**config.mk**
```make
export PLATFORM = sky130hd
export DESIGN_NAME = mp3_module_command_framer_flat
export DESIGN_NICKNAME = d
export VERILOG_FILES = /design/src/rtl/core/mcf_pkg.sv /design/src/rtl/core/mcf_if.sv /design/src/rtl/core/mp3_module_command_framer.sv /design/src/flat_wrapper.sv
export VERILOG_INCLUDE_DIRS = /design/src /design/src/rtl/core
export SDC_FILE = /design/constraint.sdc
export NUM_CORES = 1
export LEC_CHECK = 0
export BUFFER_PORTS_ARGS = -buffer_cell sky130_fd_sc_hd__buf_2
export CORE_ASPECT_RATIO = 1.2
export CORE_MARGIN = 2
export CORE_UTILIZATION = 35
export DETAILED_ROUTE_END_ITERATION = 6
export HOLD_SLACK_MARGIN = 0.15
export PLACE_DENSITY = 0.6
export SLEW_MARGIN = 40
export SYNTH_ARGS = -nofsm -noshare
export SYNTH_HDL_FRONTEND = slang
export SYNTH_SLANG_ARGS = --single-unit
```
**constraint.sdc**
```tcl
create_clock -name clk -period 5.6 [get_ports clk]
set_input_delay 0.28 -clock clk [delete_from_list [all_inputs] [get_ports clk]]
set_output_delay 0.28 -clock clk [all_outputs]
set_load 0.05 [all_outputs]
```
**src/rtl/core/mp3_module_command_framer_macros.svh**
```systemverilog
// Assertion macros shared by the framer RTL.
`ifndef MP3_MODULE_COMMAND_FRAMER_MACROS_SVH
`define MP3_MODULE_COMMAND_FRAMER_MACROS_SVH

// Same-cycle implication, checked outside reset.
`define MCF_ASSERT_IMP(label, clk, rst_n, ante, cons) \
    label: assert property (@(posedge clk) disable iff (!rst_n) (ante) |-> (cons)) \
        else $error("framer check failed: same-cycle implication");

// Next-cycle implication, checked outside reset.
`define MCF_ASSERT_NEXT(label, clk, rst_n, ante, cons) \
    label: assert property (@(posedge clk) disable iff (!rst_n) (ante) |=> (cons)) \
        else $error("framer check failed: next-cycle implication");

`endif

```
**src/rtl/core/mcf_pkg.sv**
```systemverilog
// Package: widths, command codes, frame bytes and lengths for the MP3 command framer.
`default_nettype none

package mcf_pkg;

    localparam int unsigned CMD_W      = 8;
    localparam int unsigned ARG_W      = 16;
    localparam int unsigned BYTE_W     = 8;
    localparam int unsigned VOL_W      = 5;
    localparam int unsigned CFG_IDX_W  = 1;
    localparam int unsigned CFG_DATA_W = 5;
    localparam int unsigned CNT_W      = 5;

    typedef logic [CFG_IDX_W-1:0] cfg_index_t;
    localparam cfg_index_t REG_PROTOCOL_MODE  = 1'b0;
    localparam cfg_index_t REG_DEFAULT_VOLUME = 1'b1;

    typedef enum logic {
        PROTO_LONG  = 1'b0,
        PROTO_SHORT = 1'b1
    } proto_t;

    localparam logic [VOL_W-1:0] VOLUME_RESET = 5'd30;

    // command codes
    localparam logic [CMD_W-1:0] CMD_TRACK    = 8'h03;
    localparam logic [CMD_W-1:0] CMD_PLAYBACK = 8'h0D;
    localparam logic [CMD_W-1:0] CMD_STOP     = 8'h16;
    localparam logic [CMD_W-1:0] CMD_VOLUME   = 8'h06;
    localparam logic [CMD_W-1:0] CMD_RESET    = 8'h0C;

    // ten-byte frame
    localparam logic [BYTE_W-1:0] LONG_START = 8'h7E;
    localparam logic [BYTE_W-1:0] LONG_VER   = 8'hFF;
    localparam logic [BYTE_W-1:0] LONG_LEN   = 8'h06;
    localparam logic [BYTE_W-1:0] LONG_PAD   = 8'h00;
    localparam logic [BYTE_W-1:0] LONG_END   = 8'hEF;

    // AA frames
    localparam logic [BYTE_W-1:0] SHORT_START     = 8'hAA;
    localparam logic [BYTE_W-1:0] SHORT_TRACK_OP  = 8'h07;
    localparam logic [BYTE_W-1:0] SHORT_TRACK_LEN = 8'h02;
    localparam logic [BYTE_W-1:0] SHORT_PLAY_OP   = 8'h02;
    localparam logic [BYTE_W-1:0] SHORT_PLAY_LEN  = 8'h00;
    localparam logic [BYTE_W-1:0] SHORT_PLAY_DATA = 8'hAC;
    localparam logic [BYTE_W-1:0] SHORT_STOP_OP   = 8'h10;
    localparam logic [BYTE_W-1:0] SHORT_STOP_LEN  = 8'h00;
    localparam logic [BYTE_W-1:0] SHORT_STOP_DATA = 8'hBA;
    localparam logic [BYTE_W-1:0] SHORT_VOL_OP    = 8'h13;
    localparam logic [BYTE_W-1:0] SHORT_VOL_LEN   = 8'h01;

    // bytes per request
    localparam logic [CNT_W-1:0] LEN_NONE      = 5'd0;
    localparam logic [CNT_W-1:0] LEN_SHORT     = 5'd5;
    localparam logic [CNT_W-1:0] LEN_LONG      = 5'd10;
    localparam logic [CNT_W-1:0] LEN_TRACK     = 5'd11;
    localparam logic [CNT_W-1:0] LEN_LONG_PAIR = 5'd20;
    localparam logic [CNT_W-1:0] TRACK_FRAME   = 5'd6;

endpackage

`default_nettype wire

```
**src/rtl/core/mcf_if.sv**
```systemverilog
// Interfaces: command request channel and serial byte channel.
`default_nettype none

interface mcf_cmd_if;
    logic                            valid;
    logic                            ready;
    logic [mcf_pkg::CMD_W-1:0]       command_byte;
    logic [mcf_pkg::ARG_W-1:0]       argument;

    modport source (output valid, output command_byte, output argument, input ready);
    modport sink   (input valid, input command_byte, input argument, output ready);
endinterface

interface mcf_byte_if;
    logic                            valid;
    logic                            ready;
    logic [mcf_pkg::BYTE_W-1:0]      out_byte;
    logic                            frame_end;
    logic                            last;

    modport source (output valid, output out_byte, output frame_end, output last, input ready);
    modport sink   (input valid, input out_byte, input frame_end, input last, output ready);
endinterface

`default_nettype wire

```
**src/rtl/core/mp3_module_command_framer.sv**
```systemverilog
// Top level: frames player command requests into serial bytes, two protocols.
//
//  channel       dir  payload                           use
//  command       in   command_byte[7:0], argument[15:0] one player command request
//  serial_bytes  out  out_byte[7:0], frame_end, last    one serial byte per transfer
//  write_*       in   write_index[0], write_data[4:0]   protocol_mode, default_volume
//
// One byte leaves per cycle unless serial_bytes stalls: a request has as many bytes
// as its frames (5, 10, 11 or 20), stepped through by the byte counter.
// The next request is taken in the cycle its predecessor's last byte loads the
// output register; a request with no bytes is taken and dropped, and the framer stays idle.
// A stall on serial_bytes holds the output register and the byte counter.
// Reset clears the counter and valids; registers return to 0 and 30.
`default_nettype none
`include "mp3_module_command_framer_macros.svh"

module mp3_module_command_framer (
    input  wire logic                              clk,
    input  wire logic                              rst_n,
    mcf_cmd_if.sink                                command,
    mcf_byte_if.source                             serial_bytes,
    input  wire logic                              write_en,
    input  wire logic [mcf_pkg::CFG_IDX_W-1:0]     write_index,
    input  wire logic [mcf_pkg::CFG_DATA_W-1:0]    write_data
);

    mcf_pkg::proto_t                    mode_reg;
    logic [mcf_pkg::VOL_W-1:0]          volume_reg;

    logic                               busy_reg;
    logic                               busy_next;
    logic [mcf_pkg::CNT_W-1:0]          idx_reg;
    logic [mcf_pkg::CNT_W-1:0]          idx_next;
    logic [mcf_pkg::CNT_W-1:0]          len_reg;
    logic [mcf_pkg::CNT_W-1:0]          len_in;
    logic [mcf_pkg::CMD_W-1:0]          cmd_reg;
    logic [mcf_pkg::ARG_W-1:0]          arg_reg;

    logic                               out_valid_reg;
    logic [mcf_pkg::BYTE_W-1:0]         out_byte_reg;
    logic                               frame_end_reg;
    logic                               last_reg;

    logic                               load;
    logic                               emit;
    logic                               final_byte;
    logic                               accept;

    // byte generation
    logic                               second_frame;
    logic [mcf_pkg::CNT_W-1:0]          long_pos_w;
    logic [3:0]                         long_pos;
    logic [mcf_pkg::CMD_W-1:0]          frame_cmd;
    logic [mcf_pkg::ARG_W-1:0]          frame_arg;
    logic [mcf_pkg::ARG_W-1:0]          long_sum;
    logic [mcf_pkg::ARG_W-1:0]          long_chk;
    logic                               is_track;
    logic                               track_part;
    logic [mcf_pkg::CNT_W-1:0]          short_pos_w;
    logic [2:0]                         short_pos;
    logic [mcf_pkg::BYTE_W-1:0]         sb1;
    logic [mcf_pkg::BYTE_W-1:0]         sb2;
    logic [mcf_pkg::BYTE_W-1:0]         sb3;
    logic [mcf_pkg::BYTE_W-1:0]         short_sum;
    logic [mcf_pkg::BYTE_W-1:0]         track_sum;
    logic [mcf_pkg::BYTE_W-1:0]         byte_next;
    logic                               frame_end_next;

    // configuration
    always_ff @(posedge clk or negedge rst_n)
    begin
        if (!rst_n)
        begin
            mode_reg   <= mcf_pkg::PROTO_LONG;
            volume_reg <= mcf_pkg::VOLUME_RESET;
        end
        else if (write_en)
        begin
            case (write_index)
                mcf_pkg::REG_PROTOCOL_MODE:
                    mode_reg <= mcf_pkg::proto_t'(write_data[0]);
                mcf_pkg::REG_DEFAULT_VOLUME:
                    volume_reg <= write_data[mcf_pkg::VOL_W-1:0];
                default:
                    ;
            endcase
        end
    end

    // handshake
    assign load       = !out_valid_reg || serial_bytes.ready;
    assign emit       = busy_reg && load;
    assign final_byte = (idx_reg == len_reg - 5'd1);
    assign command.ready = !busy_reg || (emit && final_byte);
    assign accept     = command.valid && command.ready;

    always_comb
    begin
        case (mode_reg)
            mcf_pkg::PROTO_LONG:
                len_in = (command.command_byte == mcf_pkg::CMD_RESET)
                         ? mcf_pkg::LEN_LONG_PAIR : mcf_pkg::LEN_LONG;
            mcf_pkg::PROTO_SHORT:
                case (command.command_byte)
                    mcf_pkg::CMD_TRACK:    len_in = mcf_pkg::LEN_TRACK;
                    mcf_pkg::CMD_PLAYBACK: len_in = mcf_pkg::LEN_SHORT;
                    mcf_pkg::CMD_STOP:     len_in = mcf_pkg::LEN_SHORT;
                    mcf_pkg::CMD_VOLUME:   len_in = mcf_pkg::LEN_SHORT;
                    default:               len_in = mcf_pkg::LEN_NONE;
                endcase
            default:
                len_in = mcf_pkg::LEN_NONE;
        endcase
    end

    always_comb
    begin
        busy_next = busy_reg;
        idx_next  = idx_reg;
        if (emit)
        begin
            idx_next = idx_reg + 5'd1;
            if (final_byte)
                busy_next = 1'b0;
        end
        if (accept)
        begin
            idx_next  = '0;
            busy_next = (len_in != mcf_pkg::LEN_NONE);
        end
    end

    always_ff @(posedge clk or negedge rst_n)
    begin
        if (!rst_n)
        begin
            busy_reg      <= 1'b0;
            idx_reg       <= '0;
            out_valid_reg <= 1'b0;
        end
        else
        begin
            busy_reg <= busy_next;
            idx_reg  <= idx_next;
            if (load)
                out_valid_reg <= busy_reg;
        end
    end

    always_ff @(posedge clk)
    begin
        if (accept)
        begin
            cmd_reg <= command.command_byte;
            arg_reg <= command.argument;
            len_reg <= len_in;
        end
        if (emit)
        begin
            out_byte_reg  <= byte_next;
            frame_end_reg <= frame_end_next;
            last_reg      <= final_byte;
        end
    end

    // ten-byte frames; the second one is the volume follow-up after a reset
    assign second_frame = (idx_reg >= mcf_pkg::LEN_LONG);
    assign long_pos_w   = second_frame ? idx_reg - mcf_pkg::LEN_LONG : idx_reg;
    assign long_pos     = long_pos_w[3:0];
    assign frame_cmd    = second_frame ? mcf_pkg::CMD_VOLUME : cmd_reg;
    assign frame_arg    = second_frame
                          ? {{(mcf_pkg::ARG_W-mcf_pkg::VOL_W){1'b0}}, volume_reg} : arg_reg;
    assign long_sum     = 16'(mcf_pkg::LONG_VER) + 16'(mcf_pkg::LONG_LEN) + 16'(frame_cmd)
                          + 16'(frame_arg[15:8]) + 16'(frame_arg[7:0]);
    assign long_chk     = ~long_sum + 16'd1;

    // AA frames; track is followed by a play frame
    assign is_track    = (cmd_reg == mcf_pkg::CMD_TRACK);
    assign track_part  = is_track && (idx_reg < mcf_pkg::TRACK_FRAME);
    assign short_pos_w = is_track ? idx_reg - mcf_pkg::TRACK_FRAME : idx_reg;
    assign short_pos   = short_pos_w[2:0];

    always_comb
    begin
        case (cmd_reg)
            mcf_pkg::CMD_STOP:
            begin
                sb1 = mcf_pkg::SHORT_STOP_OP;
                sb2 = mcf_pkg::SHORT_STOP_LEN;
                sb3 = mcf_pkg::SHORT_STOP_DATA;
            end
            mcf_pkg::CMD_VOLUME:
            begin
                sb1 = mcf_pkg::SHORT_VOL_OP;
                sb2 = mcf_pkg::SHORT_VOL_LEN;
                sb3 = arg_reg[7:0];
            end
            default:
            begin
                sb1 = mcf_pkg::SHORT_PLAY_OP;
                sb2 = mcf_pkg::SHORT_PLAY_LEN;
                sb3 = mcf_pkg::SHORT_PLAY_DATA;
            end
        endcase
    end

    assign short_sum = mcf_pkg::SHORT_START + sb1 + sb2 + sb3;
    assign track_sum = mcf_pkg::SHORT_START + mcf_pkg::SHORT_TRACK_OP
                       + mcf_pkg::SHORT_TRACK_LEN + arg_reg[15:8] + arg_reg[7:0];

    always_comb
    begin
        byte_next      = '0;
        frame_end_next = 1'b0;
        case (mode_reg)
            mcf_pkg::PROTO_LONG:
            begin
                frame_end_next = (long_pos == 4'd9);
                case (long_pos)
                    4'd0:    byte_next = mcf_pkg::LONG_START;
                    4'd1:    byte_next = mcf_pkg::LONG_VER;
                    4'd2:    byte_next = mcf_pkg::LONG_LEN;
                    4'd3:    byte_next = frame_cmd;
                    4'd4:    byte_next = mcf_pkg::LONG_PAD;
                    4'd5:    byte_next = frame_arg[15:8];
                    4'd6:    byte_next = frame_arg[7:0];
                    4'd7:    byte_next = long_chk[15:8];
                    4'd8:    byte_next = long_chk[7:0];
                    default: byte_next = mcf_pkg::LONG_END;
                endcase
            end
            mcf_pkg::PROTO_SHORT:
            begin
                if (track_part)
                begin
                    frame_end_next = (idx_reg == mcf_pkg::TRACK_FRAME - 5'd1);
                    case (idx_reg[2:0])
                        3'd0:    byte_next = mcf_pkg::SHORT_START;
                        3'd1:    byte_next = mcf_pkg::SHORT_TRACK_OP;
                        3'd2:    byte_next = mcf_pkg::SHORT_TRACK_LEN;
                        3'd3:    byte_next = arg_reg[15:8];
                        3'd4:    byte_next = arg_reg[7:0];
                        default: byte_next = track_sum;
                    endcase
                end
                else
                begin
                    frame_end_next = (short_pos == 3'd4);
                    case (short_pos)
                        3'd0:    byte_next = mcf_pkg::SHORT_START;
                        3'd1:    byte_next = sb1;
                        3'd2:    byte_next = sb2;
                        3'd3:    byte_next = sb3;
                        default: byte_next = short_sum;
                    endcase
                end
            end
            default:
                ;
        endcase
    end

    assign serial_bytes.valid     = out_valid_reg;
    assign serial_bytes.out_byte  = out_byte_reg;
    assign serial_bytes.frame_end = frame_end_reg;
    assign serial_bytes.last      = last_reg;

    `MCF_ASSERT_IMP(a_idx_in_range, clk, rst_n, busy_reg, idx_reg < len_reg)
    `MCF_ASSERT_IMP(a_len_legal, clk, rst_n, busy_reg,
        len_reg == mcf_pkg::LEN_SHORT || len_reg == mcf_pkg::LEN_LONG ||
        len_reg == mcf_pkg::LEN_TRACK || len_reg == mcf_pkg::LEN_LONG_PAIR)
    `MCF_ASSERT_IMP(a_take_only_at_end, clk, rst_n, accept && busy_reg, emit && final_byte)
    `MCF_ASSERT_IMP(a_last_ends_frame, clk, rst_n,
        serial_bytes.valid && serial_bytes.last, serial_bytes.frame_end)
    `MCF_ASSERT_NEXT(a_emit_shows, clk, rst_n, emit, out_valid_reg)

endmodule

`default_nettype wire
```
**src/flat_wrapper.sv**
```systemverilog
// flat-port wrapper written by rule: the top's interface ports become plain ports
module mp3_module_command_framer_flat 
  (clk, rst_n, write_en, write_index, write_data, command_valid, command_command_byte, command_argument, command_ready, serial_bytes_valid, serial_bytes_out_byte, serial_bytes_frame_end, serial_bytes_last, serial_bytes_ready);
  mcf_cmd_if command_i ();
  mcf_byte_if serial_bytes_i ();
  input  wire logic clk;
  input  wire logic rst_n;
  input  wire logic write_en;
  input  wire logic [mcf_pkg::CFG_IDX_W-1:0] write_index;
  input  wire logic [mcf_pkg::CFG_DATA_W-1:0] write_data;
  input wire logic [$bits(command_i.valid)-1:0] command_valid;
  input wire logic [$bits(command_i.command_byte)-1:0] command_command_byte;
  input wire logic [$bits(command_i.argument)-1:0] command_argument;
  output wire logic [$bits(command_i.ready)-1:0] command_ready;
  output wire logic [$bits(serial_bytes_i.valid)-1:0] serial_bytes_valid;
  output wire logic [$bits(serial_bytes_i.out_byte)-1:0] serial_bytes_out_byte;
  output wire logic [$bits(serial_bytes_i.frame_end)-1:0] serial_bytes_frame_end;
  output wire logic [$bits(serial_bytes_i.last)-1:0] serial_bytes_last;
  input wire logic [$bits(serial_bytes_i.ready)-1:0] serial_bytes_ready;
  assign command_i.valid = command_valid;
  assign command_i.command_byte = command_command_byte;
  assign command_i.argument = command_argument;
  assign command_ready = command_i.ready;
  assign serial_bytes_valid = serial_bytes_i.valid;
  assign serial_bytes_out_byte = serial_bytes_i.out_byte;
  assign serial_bytes_frame_end = serial_bytes_i.frame_end;
  assign serial_bytes_last = serial_bytes_i.last;
  assign serial_bytes_i.ready = serial_bytes_ready;
  mp3_module_command_framer u_core (.clk(clk), .rst_n(rst_n), .command(command_i), .serial_bytes(serial_bytes_i), .write_en(write_en), .write_index(write_index), .write_data(write_data));
endmodule
```
==> results of run 1 <==
-- logic make-up (layout without fill, tap and decap cells) --
logic type               Yosys count  count (layout)  share of synthesized area (%)
AND/OR/NAND/NOR                  199             199                           22.1
multiplexers                      11              11                           2.29
adder cells (fa/ha/maj)           49              49                           13.6
flip-flops                        51              51                           29.0
AO/OA/AOI/OAI                    155             155                           22.3
XOR/XNOR                          28              28                           4.83
buffers and inverters             78             117                           5.99
-- routing by layer --
| layer | global-route usage, % | up-vias |
|---|---|---|
| met5 | 0 | - |
| met2 | 38.3 | 165 |
| met4 | 8.81 | 0 |
| li1 | - | 2207 |
| met3 | 2.32 | 42 |
| met1 | 25.0 | 2191 |
-- worst min path at each step --
stage | start | endpoint | slack [ns] | cells past startpoint
6_report | command_argument[11] | u_core.arg_reg[11] | 0.16 | 1
5_1_grt | command_argument[0] | u_core.arg_reg[0] | 0.15 | 1
4_1_cts | command_argument[9] | u_core.arg_reg[9] | 0.15 | 1
3_5_place_dp | rst_n | u_core.busy_reg | 0.20 | 1
3_3_place_gp | rst_n | u_core.busy_reg | 0.19 | 1
2_1_floorplan | rst_n | u_core.busy_reg | -0.02 | 0
-- per-stage QoR --
step	area [um^2]	setup slack [ns]	cells	hold WS, ns
5_1_grt	5670	0.0492	785	0.153
2_1_floorplan	5080	0.600	571	-0.0156
6_report	5670	0.481	785	0.155
3_5_place_dp	5500	0.554	776	0.196
3_3_place_gp	5500	0.655	776	0.186
4_1_cts	5670	0.504	785	0.151
-- cells in the final DEF, fill, tap and decap left out, drive strengths merged, types with 9 or more instances in the layout --
cell type / count
or3: 9
o21ai: 24
inv: 53
xnor2: 16
o21a: 9
fa: 10
buf: 55
nand2b: 11
xor2: 12
ha: 39
dfrtp: 9
a21oi: 29
nor3: 19
nand3: 14
nor2: 34
nand2: 48
edfxtp: 38
-- area by class of cell --
class	instances	area share (%)
multi-input combinational	442	58.5
clock inverter	2	0.265
clock buffer	6	2.45
tap	175	3.86
timing repair buffer	56	5.43
inverter	53	3.51
sequential	51	25.9
-- critical path: stages, from the launching register on --
cell,delay [ns]
dfrtp_1,0.39
inv_1,0.24
ha_1,0.30
nor2b_1,0.12
nor3_2,0.22
buf_4,0.23
nand2b_1,0.07
ha_1,0.28
inv_1,0.05
fa_1,0.52
inv_1,0.04
ha_1,0.22
fa_1,0.44
a211oi_4,0.33
nor2_2,0.10
o31ai_1,0.49
xnor2_1,0.17
or4b_1,0.52
a32oi_1,0.22
==> impl_metrics.json, run 1 <==
{
  "htreeDepth": 2,
  "r2r-end": "u_core.serial_bytes.out_byte[1]",
  "rsz0062_at_grt": "no",
  "viasPerCell": 5.87,
  "fill_cells": 1444,
  "async_reset_ff_share_pct": 25.5,
  "grt_pass1_vias": 4643,
  "synth.avg_cell_area_um2": 8.89,
  "die_w_um": 114,
  "register_area_um2": 1470,
  "top_layer_used": "met4",
  "die_h_um": 136,
  "coreArea_um2": 14300,
  "wl_met1_mm": 6.36,
  "place_hpwl_mm": 12.6,
  "io_pins": 47,
  "avgRoutedWirePerCell_um": 20.1,
  "ant_nets": 0,
  "synth_top_area_share_pct": 22.5,
  "final_util_pct": 39.7,
  "cts_tree": "done",
  "maxSlewHeadroom_pct": 49.8,
  "drt-pass1-iter-count": 5,
  "post_cts.repair.setup_buffers": 0,
  "nNetsFinal": 693,
  "grt_max_degree": 34,
  "tightest_slew_ns": 0.734,
  "critPathCaptureType": "flip-flop",
  "wl_met2_mm": 8.04,
  "yosys.area.top_type": "edfxtp_1",
  "crit_fanout": 13,
  "diodes": 0,
  "setup.worst_path.start": "u_core.idx_reg[2]",
  "maxCapViolCount": 0,
  "yosysSeqAreaShare_pct": 29.0,
  "drc": 0,
  "cp.required_ns": 5.73,
  "clock_sinks": 51,
  "grt-ovfl-total": 0,
  "antenna_found_initial": 0,
  "wl_mm": 15.8,
  "hold_class": "input pin to flip-flop",
  "run_status": "finished clean",
  "finClkSkew_ns": 0.00597,
  "multiInputGateArea_um2": 3320,
  "initial_core_util_pct": 35.5,
  "synth-seq-cells": 51,
  "syn-num-nets": 655,
  "post-route-min-period_ns": 5.12,
  "path_clk_slew_ns": 0.07,
  "crit_arrival_ns": 5.25,
  "yosysMostFrequentCell": "inv_1",
  "r2r_start": "u_core.idx_reg[2]",
  "holdBufCountCts": 1,
  "synth_area_um2": 5080,
  "cts_buffers": 5,
  "syn2layout_area_growth_pct": 11.7,
  "syn_inst": 571,
  "num_rows": 48,
  "routabilityCongestion": 0.958,
  "drt_iter0_markers": 460,
  "synthTopCellsByCount": "inv_1, nand2_1, ha_1",
  "regToRegSetupSlack_ns": 0.48,
  "vias": 4605,
  "cts_root_buf": "clkbuf_16",
  "synth.area.top_cells": "edfxtp_1, ha_1, dfrtp_1",
  "crit_type": "flip-flop to flip-flop",
  "reg2reg_depth": 18,
  "post_cts_resized": 0,
  "hold_viol": 0,
  "synth_edf_count": 38,
  "tns_ns": 0,
  "layout-drive-gt1-share_pct": 16.1,
  "grt_first_pass_wirelength_mm": 25.2,
  "setup_viol": 0,
  "clkLatencyLatePin_ns": 0.30,
  "crit_end": "u_core.serial_bytes.out_byte[1]",
  "route.met3.wl_um": 721,
  "synth_warnings": 0,
  "grtUsageTotal_pct": 21.0,
  "port_buffers": 46,
  "ys.flop_type": "edfxtp_1",
  "largest_register_ffs": 16,
  "max-clock-path-buffers": 2,
  "dieArea_um2": 15500,
  "period_share_pct": 91.4,
  "fmax_ghz": 0.195,
  "synth.distinct_cells": 85,
  "maxSlewViolCount": 0,
  "startpoint_type": "flip-flop"
}
Power of run 1 is not shown: default switching activity piles up to over one toggle a cycle in this logic, so the estimate is an artifact.
==> run 2: changes to the inputs <==
--- a/config.mk
+++ b/config.mk
@@ -13,6 +13,7 @@
 export DETAILED_ROUTE_END_ITERATION = 6
 export HOLD_SLACK_MARGIN = 0.15
 export PLACE_DENSITY = 0.6
+export REMOVE_ABC_BUFFERS = 1
 export SLEW_MARGIN = 40
 export SYNTH_ARGS = -nofsm -noshare
 export SYNTH_HDL_FRONTEND = slang
==> run 2 against run 1 <==
Compared with the run above: die area is the same; maximum frequency is 1.0% lower; sequential share of layout area is 0.44 points lower; register-to-register slack lost 0.05 ns; sequential cell count did not move; final area is 1.7% higher; global-route usage increased by 0.12 points; worst setup slack got worse by 0.053 ns; critical path type unchanged.
==> impl_metrics.json, run 2 (synthesized netlist as in run 1, its figures left out) <==
{
  "run_status": "finished clean",
  "cts_buffers": 5,
  "crit_fanout": 14,
  "syn2layout_area_growth_pct": 13.6,
  "tns_ns": 0,
  "crit_type": "flip-flop to flip-flop",
  "crit_arrival_ns": 5.32,
  "viasPerCell": 5.97,
  "diodes": 0,
  "hold_class": "input pin to flip-flop",
  "holdWs_ns": 0.154,
  "initial_core_util_pct": 35.5,
  "grt_pass1_vias": 4698,
  "antenna_found_initial": 0,
  "drt_iter0_markers": 471,
  "setup_viol": 0,
  "worst_path_max_delay_cell": "or4b_1",
  "maxSlewViolCount": 0,
  "min_delay_path_depth": 1,
  "drt-pass1-iter-count": 5,
  "vias": 4751,
  "rsz0062_at_grt": "no",
  "die_h_um": 136,
  "holdBufCountCts": 11,
  "period_share_pct": 92.4,
  "cts_root_buf": "clkbuf_16",
  "post_cts_resized": 0,
  "finClkSkew_ns": 0.00630,
  "grt_first_pass_wirelength_mm": 25.2,
  "drc": 0,
  "layout-drive-gt1-share_pct": 15.9,
  "crit_top_cell": "ha_1",
  "wl_mm": 15.9,
  "fmax_ghz": 0.193,
  "multiInputGateArea_um2": 3310,
  "routabilityCongestion": 1.04,
  "critPathCaptureType": "flip-flop",
  "dieArea_um2": 15500,
  "maxCapViolCount": 0,
  "io_pins": 47,
  "tightest_slew_ns": 0.771,
  "place_hpwl_mm": 12.6,
  "port_buffers": 46,
  "post-route-min-period_ns": 5.17,
  "clkLatencyLatePin_ns": 0.30,
  "worstPathCellList": "inv_1 > ha_1 > nor2b_1 > nor3_2 > buf_4 > nand2b_1 > ha_1 > o2111ai_1 > xnor2_1 > nor2_1 > fa_1 > ha_1 > a211o_1 > a211o_1 > a211oi_2 > nand2_2 > or4b_1 > a32oi_1",
  "cp.required_ns": 5.75,
  "startpoint_type": "flip-flop",
  "num_rows": 48,
  "ant_nets": 0,
  "clock_sinks": 51,
  "layout_commonest_cell": "inv_1",
  "htreeDepth": 2,
  "reg2reg_depth": 18,
  "mostFrequentLayoutCells": "inv_1, nand2_1, buf_2",
  "coreArea_um2": 14300,
  "fill_cells": 1464,
  "die_w_um": 114,
  "grt-ovfl-total": 0,
  "hold_viol": 0,
  "grtUsageTotal_pct": 21.2,
  "register_area_um2": 1470,
  "post_cts.repair.setup_buffers": 0,
  "largest_register_ffs": 16,
  "path_clk_slew_ns": 0.07,
  "avgRoutedWirePerCell_um": 19.9,
  "cts_tree": "done",
  "maxSlewHeadroom_pct": 48.1,
  "grt_max_degree": 27,
  "max-clock-path-buffers": 2,
  "nNetsFinal": 704,
  "slowest_delay_ns": 0.56
}
-- run 2: per-stage QoR --
stage               cell area [um^2]  std cells  utilization (%)  setup WS [ns]
global route                    5770        796             40.4         0.0147
floorplan                       4970        546                -         -0.170
finish                          5770        796             40.4          0.428
detailed placement              5510        777             38.5          0.489
CTS                             5770        796             40.4          0.449
global placement                5500        777             38.5          0.647
-- run 2: final timing paths --
check | end | startpoint | slack, ns
max in group asynchronous | u_core.volume_reg[2] | rst_n | 4.93
min in group asynchronous | u_core.mode_reg | rst_n | 0.39
worst min-delay path | u_core.arg_reg[13] | command_argument[13] | 0.15
worst min register to register | u_core.volume_reg[0] | u_core.volume_reg[0] | 0.55
worst max-delay path | u_core.serial_bytes.out_byte[1] | u_core.idx_reg[2] | 0.43
worst max register to register | u_core.serial_bytes.out_byte[1] | u_core.idx_reg[2] | 0.43
-- run 2: layout make-up --
class	count	share of cell area, %
inverters	53	3.45
flip-flops and latches	51	25.5
clock buffers	6	2.41
well taps	175	3.80
clock inverters	2	0.260
multi-input cells	442	57.4
repair buffers	67	7.20
-- run 2: worst max-delay path, delay by kind of cell (launching register included) --
family / cells / cell delay [ns]
AO/OA/AOI/OAI: 5 / 1.45
AND/OR/NAND/NOR: 6 / 1.19
buffers and inverters: 2 / 0.46
XOR/XNOR: 1 / 0.15
flip-flops: 1 / 0.38
adder cells (fa/ha/maj): 4 / 1.38
-- run 2: routing by layer --
metal	vias to the layer above	share of wire (%)	GRT usage (%)
met4	0	4.8	10.7
li1	2227	-	-
met1	2293	41	25.6
met2	184	49	36.0
met3	47	5.5	3.70
met5	-	0	0
Power of run 2 is left out for the same reason.
==> run 3: changes to the inputs <==
==> constraint.sdc (replaced) <==
create_clock -name clk -period 5.3 [get_ports clk]
set_input_delay 0.265 -clock clk [delete_from_list [all_inputs] [get_ports clk]]
set_output_delay 0.265 -clock clk [all_outputs]
set_load 0.05 [all_outputs]
==> run 3 against run 2 <==
Compared with the run above: final area rose by 1.6%; cell count up 1.0%; die area unchanged; register-to-register slack worse by 0.20 ns; critical path depth is 1 lower; clock skew rose by 0.0043 ns; sequential cell count unchanged; non-clock buffer count is 8 higher; largest cell class unchanged; worst setup slack lost 0.20 ns; via count is 1.8% lower; critical endpoint unchanged; routed wire length shrank 3.5%.
==> impl_metrics.json, run 3 (synthesized netlist as in run 1, its figures left out) <==
{
  "run_status": "finished clean",
  "regToRegSetupSlack_ns": 0.22,
  "post_cts.repair.setup_buffers": 0,
  "place_hpwl_mm": 12.3,
  "startpoint_type": "flip-flop",
  "io_pins": 47,
  "grtUsageTotal_pct": 20.3,
  "path_delay_family": "compound AO/OA/AOI/OAI gates",
  "dieArea_um2": 15500,
  "period_share_pct": 95.8,
  "post_cts_resized": 0,
  "grt_max_degree": 27,
  "critPathCaptureType": "flip-flop",
  "fin_ws_ns": 0.225,
  "holdWs_ns": 0.160,
  "maxSlewViolCount": 0,
  "grt-ovfl-total": 0,
  "vias": 4667,
  "worst_path_max_delay_cell": "or4b_1",
  "hold_viol": 0,
  "finClkSkew_ns": 0.0106,
  "fmax_ghz": 0.197,
  "drt-pass1-iter-count": 7,
  "hold_path_end": "u_core.cmd_reg[6]",
  "die_w_um": 114,
  "mostFrequentLayoutCells": "inv_1, nand2_1, buf_2",
  "clkLatencyLatePin_ns": 0.31,
  "wl_mm": 15.3,
  "num_rows": 48,
  "crit_arrival_ns": 5.22,
  "maxCapViolCount": 0,
  "nNetsFinal": 712,
  "r2r-end": "u_core.serial_bytes.out_byte[1]",
  "place_ws_ns": 0.325,
  "cts_tree": "done",
  "tightest_slew_ns": 0.810,
  "crit_top_cell": "ha_1",
  "drt_iter0_markers": 398,
  "htreeDepth": 2,
  "slowest_delay_ns": 0.56,
  "port_buffers": 46,
  "grt_pass1_vias": 4581,
  "layout_commonest_cell": "inv_1",
  "maxSlewHeadroom_pct": 45.6,
  "max-clock-path-buffers": 2,
  "antenna_found_initial": 0,
  "diodes": 0,
  "cts_buffers": 5,
  "crit_type": "flip-flop to flip-flop",
  "ant_nets": 0,
  "drc": 0,
  "reg2reg_depth": 17,
  "hold_class": "input pin to flip-flop",
  "die_h_um": 136,
  "grt_first_pass_wirelength_mm": 24.2,
  "cp.required_ns": 5.44,
  "path_clk_slew_ns": 0.07,
  "initial_core_util_pct": 35.5,
  "hold_start": "command_command_byte[6]",
  "clock_sinks": 51,
  "holdBufCountCts": 17,
  "min_delay_path_depth": 1,
  "avgRoutedWirePerCell_um": 19.0,
  "largest_register_ffs": 16,
  "crit_fanout": 9,
  "layout-drive-gt1-share_pct": 16.1,
  "post-route-min-period_ns": 5.08,
  "r2r_start": "u_core.idx_reg[2]",
  "viasPerCell": 5.80,
  "cts_root_buf": "clkbuf_16",
  "syn2layout_area_growth_pct": 15.4,
  "coreArea_um2": 14300,
  "routabilityCongestion": 1.01,
  "worstPathCellList": "inv_1 > ha_1 > nor2b_1 > nor3_2 > and2_1 > ha_1 > o2111ai_1 > xnor2_1 > nor2_1 > fa_1 > ha_1 > a211o_1 > a211o_1 > a211oi_2 > nand2_2 > or4b_1 > a32oi_1",
  "rsz0062_at_grt": "no",
  "setup_viol": 0,
  "critPathBufInv": 1
}
[run 3: worst max path at each step]
stage | start | end | slack [ns] | cells past startpoint
2_1_floorplan | u_core.idx_reg[2] | u_core.serial_bytes.out_byte[1] | -0.47 | 18
3_3_place_gp | u_core.idx_reg[2] | u_core.serial_bytes.out_byte[1] | 0.51 | 15
3_5_place_dp | u_core.idx_reg[2] | u_core.serial_bytes.out_byte[1] | 0.33 | 17
4_1_cts | u_core.idx_reg[2] | u_core.serial_bytes.out_byte[1] | 0.29 | 17
5_1_grt | u_core.idx_reg[2] | u_core.serial_bytes.out_byte[7] | 0.01 | 15
6_report | u_core.idx_reg[2] | u_core.serial_bytes.out_byte[1] | 0.22 | 17
[run 3: metrics by stage]
stage / cell area (um^2) / std cells / setup TNS [ns] / util, %
after global routing: 5860 / 804 / 0 / 41.0
final: 5860 / 804 / 0 / 41.0
after CTS: 5860 / 804 / 0 / 41.0
after global placement: 5520 / 779 / 0 / 38.6
after detailed placement: 5520 / 779 / 0 / 38.6
after floorplan: 4970 / 546 / -2.73 / -
[run 3: area by class of cell]
| class | count | area, um^2 |
|---|---|---|
| clock inverter | 3 | 45.0 |
| inverter | 53 | 199 |
| sequential | 51 | 1470 |
| multi-input combinational | 442 | 3310 |
| clock buffer | 5 | 125 |
| tap | 175 | 219 |
| fill | 1471 | 8430 |
| timing repair buffer | 75 | 490 |
[run 3: metal layers]
| metal | GRT usage [%] | part of all wire [%] | vias to the layer above |
|---|---|---|---|
| met3 | 4.64 | 6.2 | 46 |
| met4 | 9.35 | 4.1 | 0 |
| li1 | - | - | 2240 |
| met1 | 23.9 | 40 | 2223 |
| met2 | 35.0 | 50 | 158 |
| met5 | 0 | 0 | - |
Power of run 3 is left out for the same reason.
